[config.mk]
export PLATFORM = sky130hd
export DESIGN_NAME = emsa_ctrl
export DESIGN_NICKNAME = d
export VERILOG_FILES = /design/src/rtl/emsa_pkg.sv /design/src/rtl/emsa_ctrl.sv
export SDC_FILE = /design/constraint.sdc
export NUM_CORES = 1
export LEC_CHECK = 0
export ABC_AREA = 1
export BUFFER_PORTS_ARGS = -buffer_cell sky130_fd_sc_hd__buf_4
export CAP_MARGIN = 20
export CORE_AREA = 2 2 39 41
export DETAILED_ROUTE_END_ITERATION = 10
export DIE_AREA = 0 0 41 43
export PLACE_DENSITY_LB_ADDON = 0.2
export REMOVE_ABC_BUFFERS = 1
export SYNTH_ARGS = -nofsm -noshare
export SYNTH_HDL_FRONTEND = slang
export SYNTH_SLANG_ARGS = --single-unit
[constraint.sdc]
create_clock -name clk -period 2.5 [get_ports clk]
set_input_delay 0.25 -clock clk [delete_from_list [all_inputs] [get_ports clk]]
set_output_delay 0.25 -clock clk [all_outputs]
set_load 0.005 [all_outputs]
[src/rtl/emsa_pkg.sv]
// ----------------------------------------------------------------------------
// emsa_pkg: shared types and constants
// Sizes, request codes, controller states and the command/status bundles
// that connect the element matvec controller and datapath.
// ----------------------------------------------------------------------------
package emsa_pkg;

  // store sizes
  localparam int NODES          = 4096;
  localparam int MAX_ELEM_NODES = 32;
  localparam int NODE_AW        = $clog2(NODES);
  localparam int SLOT_AW        = $clog2(MAX_ELEM_NODES);

  // field widths
  localparam int NODE_W = 12;
  localparam int SLOT_W = 5;
  localparam int VAL_W  = 32;
  localparam int NPE_W  = 6;
  localparam int FRAC_W = 16;

  localparam logic [NPE_W-1:0] NPE_RESET = NPE_W'(4);

  // request codes
  typedef enum logic [1:0] {
    REQ_LOAD  = 2'd0,
    REQ_CONN  = 2'd1,
    REQ_STIFF = 2'd2,
    REQ_READ  = 2'd3
  } req_t;

  // controller states
  typedef enum logic [1:0] {
    ST_IDLE   = 2'd0,
    ST_GATHER = 2'd1,
    ST_MUL    = 2'd2,
    ST_ACC    = 2'd3
  } state_t;

  // controller -> datapath
  typedef struct packed {
    logic node_wr;   // load u and f at the input node
    logic conn_wr;   // set connectivity slot
    logic conn_rd;   // look up row and column nodes
    logic f_rd;      // read f at the input node
    logic gather;    // read u[col node] and f[row node]
    logic mul;       // form the product
    logic acc;       // add, saturate, write back f
    logic out_fire;  // read result shows next cycle
  } cmd_t;

  // datapath -> controller
  typedef struct packed {
    req_t req;
    logic slot_ok;
  } status_t;

endpackage

[src/rtl/emsa_ctrl.sv]
// ----------------------------------------------------------------------------
// emsa_ctrl: request sequencer
// Accepts requests, completes load/connectivity/read in the accept cycle
// and walks a stiffness item through gather, multiply and accumulate.
// ----------------------------------------------------------------------------
module emsa_ctrl (
  input  logic              clk,
  input  logic              rst_n,
  input  logic              start,
  input  emsa_pkg::status_t status,
  output logic              busy,
  output emsa_pkg::cmd_t    cmd
);

  emsa_pkg::state_t state_r, state_nxt;
  logic             accept;

  // state register
  always_ff @(posedge clk) begin
    if (!rst_n) begin
      state_r <= emsa_pkg::ST_IDLE;
    end else begin
      state_r <= state_nxt;
    end
  end

  assign busy   = (state_r != emsa_pkg::ST_IDLE);
  assign accept = start && !busy;

  // next state and commands
  always_comb begin
    state_nxt = state_r;
    cmd       = '0;
    case (state_r)
      emsa_pkg::ST_IDLE: begin
        if (accept) begin
          case (status.req)
            emsa_pkg::REQ_LOAD: begin
              cmd.node_wr = 1'b1;
            end
            emsa_pkg::REQ_CONN: begin
              cmd.conn_wr = 1'b1;
            end
            emsa_pkg::REQ_STIFF: begin
              // out-of-use slots drop the item here
              if (status.slot_ok) begin
                cmd.conn_rd = 1'b1;
                state_nxt   = emsa_pkg::ST_GATHER;
              end
            end
            emsa_pkg::REQ_READ: begin
              cmd.f_rd     = 1'b1;
              cmd.out_fire = 1'b1;
            end
            default: begin
            end
          endcase
        end
      end
      emsa_pkg::ST_GATHER: begin
        cmd.gather = 1'b1;
        state_nxt  = emsa_pkg::ST_MUL;
      end
      emsa_pkg::ST_MUL: begin
        cmd.mul   = 1'b1;
        state_nxt = emsa_pkg::ST_ACC;
      end
      emsa_pkg::ST_ACC: begin
        cmd.acc   = 1'b1;
        state_nxt = emsa_pkg::ST_IDLE;
      end
      default: begin
        state_nxt = emsa_pkg::ST_IDLE;
      end
    endcase
  end

endmodule

# Yosys cells after proc, flatten, opt, wreduce, memory -nomap -nowiden
# Index checks and enable logic that the tools add are counted.
[word_totals]
ramBits = 0
in_bits = 6
mem_count = 0
output_inout_bits = 9
latchBits = 0
wordCells = 32
romBits = 0
ff_bits = 2
[classes]
muxes = 16
magnitude_cmp = 0
n_reduce_logical = 6
n_div = 0
shift = 0
bitwise_logic = 0
add_sub_neg = 0
mul = 0
n_eq_ne = 9
[op_table]
columns = ["cell", "n"]
rows = [
  ["$mux 1", 10],
  ["$eq 2x2->1 const B", 4],
  ["$mux 4", 2],
  ["$pmux 2 s4", 1],
  ["$mux 2", 3],
  ["$eq 2x1->1 const B", 2],
  ["$logic_not 2->1", 2],
  ["$ne 2x2->1 const B", 2],
  ["$reduce_and 3->1", 1],
  ["$ne 2x1->1 const B", 1],
  ["$reduce_bool 2->1", 1],
  ["$logic_and 1x1->1", 1],
  ["$logic_not 1->1", 1],
]

# Logic depth before layout (Yosys ltp)
[logic_depth]
depth_word = 5
mapped_depth = 6
mapped_depth_nobuf = 6

# Worst setup path after synthesis
# No wires, ideal clock.
[synth_path]
kind = "flip-flop to output port"
from = "register state_r[0]"
to = "output port cmd[4] (netlist name)"
required_time_ns = 2.250
path_stages_with_launch = 6
path_buffers = 1
t_arrival_ns = 1.125
setup_slack_ns = 1.125
cell_sequence = "dfxtp_1 inv_1 ha_1 nand3_1 nor3_1 buf_4"
[synth_lines]
columns = ["element", "line_no", "rtl"]
rows = [
  ["start, declared", "emsa_ctrl.sv:15", "emsa_pkg::state_t state_r, state_nxt;"],
  ["start signal, assigned", "emsa_ctrl.sv:21", "state_r <= emsa_pkg::ST_IDLE;"],
  ["start signal, assigned", "emsa_ctrl.sv:23", "state_r <= state_nxt;"],
  ["end, declared", "emsa_ctrl.sv:12", "output emsa_pkg::cmd_t cmd"],
]

==> impl_results.html <==
<table>
<tr><th>Metric</th><th>Value</th></tr>
<tr><th colspan="2">Outcome</th></tr>
<tr><td>Outcome</td><td>complete, no violations</td></tr>
<tr><th colspan="2">Clock network</th></tr>
<tr><td>TritonCTS clock tree</td><td>yes</td></tr>
<tr><td>Clk pin slew, worst setup/hold paths</td><td>0.03 ns</td></tr>
<tr><td>Buffers inserted by post-CTS timing repair</td><td>0</td></tr>
<tr><td>Post-CTS resize count</td><td>0</td></tr>
<tr><td>Number of levels the H-tree was split into</td><td>1</td></tr>
<tr><td>Total CTS buffers</td><td>3</td></tr>
<tr><td>Clock Root Buffer</td><td>sky130_fd_sc_hd__clkbuf_4</td></tr>
<tr><td>Later-pin clock latency in the skew report</td><td>0.22 ns</td></tr>
<tr><td>Clock buffer depth</td><td>2</td></tr>
<tr><td>Number of hold buffers added after cts</td><td>0</td></tr>
<tr><td>CTS sink count</td><td>2</td></tr>
<tr><th colspan="2">Timing</th></tr>
<tr><td>Worst slew margin</td><td>80.83%</td></tr>
<tr><td>Final-report max-slew violation count</td><td>0</td></tr>
<tr><td>Period Utilization, post-route</td><td>67.13%</td></tr>
<tr><td>Final setup slack of the worst path</td><td>0.8218 ns</td></tr>
<tr><td>Number of endpoints with negative hold slack in the final report</td><td>0</td></tr>
<tr><td>Setup_tns</td><td>0 ns</td></tr>
<tr><td>Minimum clock period after layout</td><td>1.678 ns</td></tr>
<tr><td>Max frequency</td><td>595.9 MHz</td></tr>
<tr><td>Setup clock skew after layout</td><td>0.003399 ns</td></tr>
<tr><td>Slew at the pin with the worst max-slew slack</td><td>0.2849 ns</td></tr>
<tr><td>RSZ-0062 raised after global routing</td><td>false</td></tr>
<tr><td>Final setup violating endpoints</td><td>0</td></tr>
<tr><th colspan="2">Routing</th></tr>
<tr><td>Mean number of vias per cell</td><td>3.719</td></tr>
<tr><td>Routed length on met2</td><td>221 um</td></tr>
<tr><td>Topmost layer with routed signal wires</td><td>met3</td></tr>
<tr><td>Vias after detailed routing</td><td>238</td></tr>
<tr><td>Detailed route wirelength on metal3</td><td>77 um</td></tr>
<tr><td>DRC marker count from the first detailed-route iteration</td><td>7</td></tr>
<tr><td>Average wire length per cell after detail routing</td><td>8.375 um</td></tr>
<tr><td>Antenna viol nets, final</td><td>0</td></tr>
<tr><td>Total detailed-routing wirelength</td><td>536 um</td></tr>
<tr><td>Pre-antenna DRT Iters</td><td>3</td></tr>
<tr><td>Drc violations</td><td>0</td></tr>
<tr><td>Met1 routed wirelength after detailed routing</td><td>237 um</td></tr>
<tr><th colspan="2">Power and ir drop</th></tr>
<tr><td>Overall power</td><td>0.0003263 W</td></tr>
<tr><td>Total power divided by cell area</td><td>905.5 mW/mm^2</td></tr>
<tr><td>VDD IR-drop max</td><td>0.3127 mV</td></tr>
<tr><td>Cell leakage power</td><td>0.2030 nW</td></tr>
<tr><td>Switch Pwr</td><td>0.0001326 W</td></tr>
<tr><td>Clock group share of total power</td><td>21.5%</td></tr>
<tr><td>Design internal power</td><td>0.0001937 W</td></tr>
<tr><td>Share of total power in combinational logic</td><td>60.8%</td></tr>
<tr><td>Fraction of power consumed by sequential logic</td><td>17.7%</td></tr>
<tr><td>Switching share of total power</td><td>40.63%</td></tr>
<tr><th colspan="2">Synth</th></tr>
<tr><td>Yosys Warn Count</td><td>0</td></tr>
<tr><td>Cell area after synthesis</td><td>220.2 um^2</td></tr>
<tr><td>Synthesized area per cell</td><td>6.882 um^2</td></tr>
<tr><td>Synthesized flop and latch total</td><td>2</td></tr>
<tr><td>Gate count after technology mapping</td><td>32</td></tr>
<tr><td>Seq/Total Area, Yosys</td><td>18.18%</td></tr>
<tr><td>Count of unique library cells instantiated by Yosys</td><td>12</td></tr>
<tr><th colspan="2">Setup path</th></tr>
<tr><td>Largest fanout on the critical path</td><td>4</td></tr>
<tr><td>Reg-to-reg endpoint</td><td>state_r[1]</td></tr>
<tr><td>R2r startpoint</td><td>state_r[0]</td></tr>
<tr><td>Type of element capturing the critical path</td><td>output port</td></tr>
<tr><td>Crit path launch type</td><td>flop</td></tr>
<tr><td>Arrival @ worst endpoint</td><td>1.43 ns</td></tr>
<tr><td>Worst path required time</td><td>2.25 ns</td></tr>
<tr><td>Crit Path Class</td><td>reg -&gt; out</td></tr>
<tr><td>Register-to-Register Path Depth</td><td>6</td></tr>
<tr><td>R2R setup slack</td><td>1.38 ns</td></tr>
<tr><th colspan="2">Placement</th></tr>
<tr><td>Placer's final routability congestion estimate</td><td>0.6590</td></tr>
<tr><td>Number of port buffers</td><td>14</td></tr>
<tr><td>Placed cells</td><td>61</td></tr>
<tr><td>Final HPWL from detailed placement</td><td>438.9 um</td></tr>
<tr><td>Setup slack at placement</td><td>1.045 ns</td></tr>
<tr><td>Placed instance area</td><td>337.8 um^2</td></tr>
<tr><th colspan="2">Cells and area</th></tr>
<tr><td>Number of flip-flops in the largest register</td><td>2</td></tr>
<tr><td>Footprint of the multi-input gates</td><td>146.4 um^2</td></tr>
<tr><td>Top register by number of flip-flops</td><td>state_r</td></tr>
<tr><td>Cell Count, Final, Fillers Out</td><td>64</td></tr>
<tr><td>Area taken by flip-flops and latches</td><td>40.04 um^2</td></tr>
<tr><td>Number of inserted filler cells in the final layout</td><td>163</td></tr>
<tr><td>Layout cell share with drive strength beyond 1</td><td>39.58%</td></tr>
<tr><td>Final instance area</td><td>360.3 um^2</td></tr>
<tr><td>Registers with the highest flip-flop counts</td><td>state_r: 2 flops</td></tr>
<tr><td>Number of antenna cells inserted</td><td>0</td></tr>
<tr><td># nets final</td><td>61</td></tr>
<tr><td>P&amp;R area growth vs syn</td><td>63.64%</td></tr>
<tr><th colspan="2">Floorplan</th></tr>
<tr><td>Vertical extent of the die</td><td>43 um</td></tr>
<tr><td>Die boundary width</td><td>41 um</td></tr>
<tr><td>Starting density of the core</td><td>15.91%</td></tr>
<tr><td>Standard-cell row count</td><td>14</td></tr>
<tr><td>IO Pins</td><td>15</td></tr>
<tr><td>Area of the placeable core</td><td>0.001384 mm^2</td></tr>
<tr><td>Area of the die</td><td>0.001763 mm^2</td></tr>
<tr><th colspan="2">Worst hold path</th></tr>
<tr><td>Min-delay worst type</td><td>in -&gt; reg</td></tr>
<tr><td>Hold path endpoint</td><td>state_r[1]</td></tr>
<tr><td>Hold depth</td><td>3</td></tr>
<tr><td>Worst Min Path Start</td><td>rst_n</td></tr>
<tr><th colspan="2">GRT</th></tr>
<tr><td>Global-route wire length before repair</td><td>869 um</td></tr>
<tr><td>Initial antenna violation count</td><td>0</td></tr>
<tr><td>Global routing usage summed across all routing layers</td><td>7.615%</td></tr>
<tr><td>Remaining global-route overflow</td><td>0</td></tr>
<tr><td>Maximum number of pins on one net before global-route repair</td><td>5</td></tr>
<tr><td>Via count of the first global-routing pass</td><td>230</td></tr>
<tr><th colspan="2">Run</th></tr>
<tr><td>Max-capacitance violation count</td><td>0</td></tr>
</table>
-- synthesized netlist by cell type --
library cell / n / area [um^2]
sky130_fd_sc_hd__nand3_2: 1 / 10.01
sky130_fd_sc_hd__a21oi_1: 2 / 10.01
sky130_fd_sc_hd__buf_4: 1 / 7.510
sky130_fd_sc_hd__inv_1: 7 / 26.28
sky130_fd_sc_hd__nand3_1: 2 / 10.01
sky130_fd_sc_hd__nor3_1: 3 / 15.01
sky130_fd_sc_hd__nand2_1: 4 / 15.01
sky130_fd_sc_hd__nand2_2: 1 / 6.260
sky130_fd_sc_hd__nor2_1: 3 / 11.26
sky130_fd_sc_hd__ha_1: 5 / 62.56
sky130_fd_sc_hd__dfxtp_1: 2 / 40.04
sky130_fd_sc_hd__nor4_1: 1 / 6.260
-- cell usage in the layout, fill, tap and decap left out, types with 2 or more instances in the layout --
master	Yosys	layout
sky130_fd_sc_hd__a21oi_1	2	2
sky130_fd_sc_hd__buf_4	1	14
sky130_fd_sc_hd__clkbuf_4	0	3
sky130_fd_sc_hd__dfxtp_1	2	2
sky130_fd_sc_hd__ha_1	5	5
sky130_fd_sc_hd__inv_1	7	7
sky130_fd_sc_hd__nand2_1	4	4
sky130_fd_sc_hd__nand3_1	2	2
sky130_fd_sc_hd__nor2_1	3	3
sky130_fd_sc_hd__nor3_1	3	3
-- cell families (layout without fill, tap and decap cells) --
kind of cell             Yosys count  after routing  synth area share, %
buffers and inverters              8             24                15.34
adder cells (fa/ha/maj)            5              5                28.41
flip-flops                         2              2                18.18
AO/OA/AOI/OAI                      2              2                4.546
AND/OR/NAND/NOR                   15             15                33.52
-- power by group through the flow --
stage / Clock, W / Sequential, W / Combinational (W)
2_1_floorplan: 0 / 0.0000555 / 0.000121
3_3_place_gp: 0 / 0.0000590 / 0.000199
3_5_place_dp: 0 / 0.0000588 / 0.000201
4_1_cts: 0.0000750 / 0.0000582 / 0.000202
5_1_grt: 0.0000769 / 0.0000610 / 0.000228
6_report: 0.0000702 / 0.0000577 / 0.000198
-- worst max-delay path by stage --
stage | endpoint | cells after the start | slack (ns) | start
6_report | cmd[5] | 5 | 0.82 | state_r[1]
4_1_cts | cmd[5] | 5 | 0.81 | state_r[1]
2_1_floorplan | cmd[0] | 4 | 1.24 | state_r[0]
3_3_place_gp | cmd[5] | 5 | 1.06 | state_r[0]
5_1_grt | cmd[5] | 5 | 0.64 | state_r[0]
3_5_place_dp | cmd[5] | 5 | 1.04 | state_r[0]
-- per-stage QoR --
stage                     util, %  hold slack, ns
final                       26.04          0.2729
after global routing        26.04          0.2951
after CTS                   26.04          0.2704
after detailed placement    24.41          0.5060
after global placement      24.41          0.5063
after floorplan                 -          0.3707
-- metal layers --
layer | vias to the layer above | global-route usage, %
met1 | 95 | 9.585
met2 | 12 | 8.750
met5 | - | 0
met4 | 0 | 6.000
li1 | 131 | -
met3 | 0 | 4.712
-- worst max-delay path, cell delays in order (launching register included) --
cell	delay [ns]
sky130_fd_sc_hd__dfxtp_1	0.32
sky130_fd_sc_hd__inv_1	0.11
sky130_fd_sc_hd__ha_1	0.21
sky130_fd_sc_hd__nand3_1	0.15
sky130_fd_sc_hd__nor4_1	0.24
sky130_fd_sc_hd__buf_4	0.17
-- final cells by class --
type,instances,share of cell area [%]
inverter,7,7.292
timing repair buffer,14,29.17
multi-input combinational,22,40.62
clock buffer,3,6.250
tap,16,5.556
sequential,2,11.11
(Power assumes the default switching activity.)
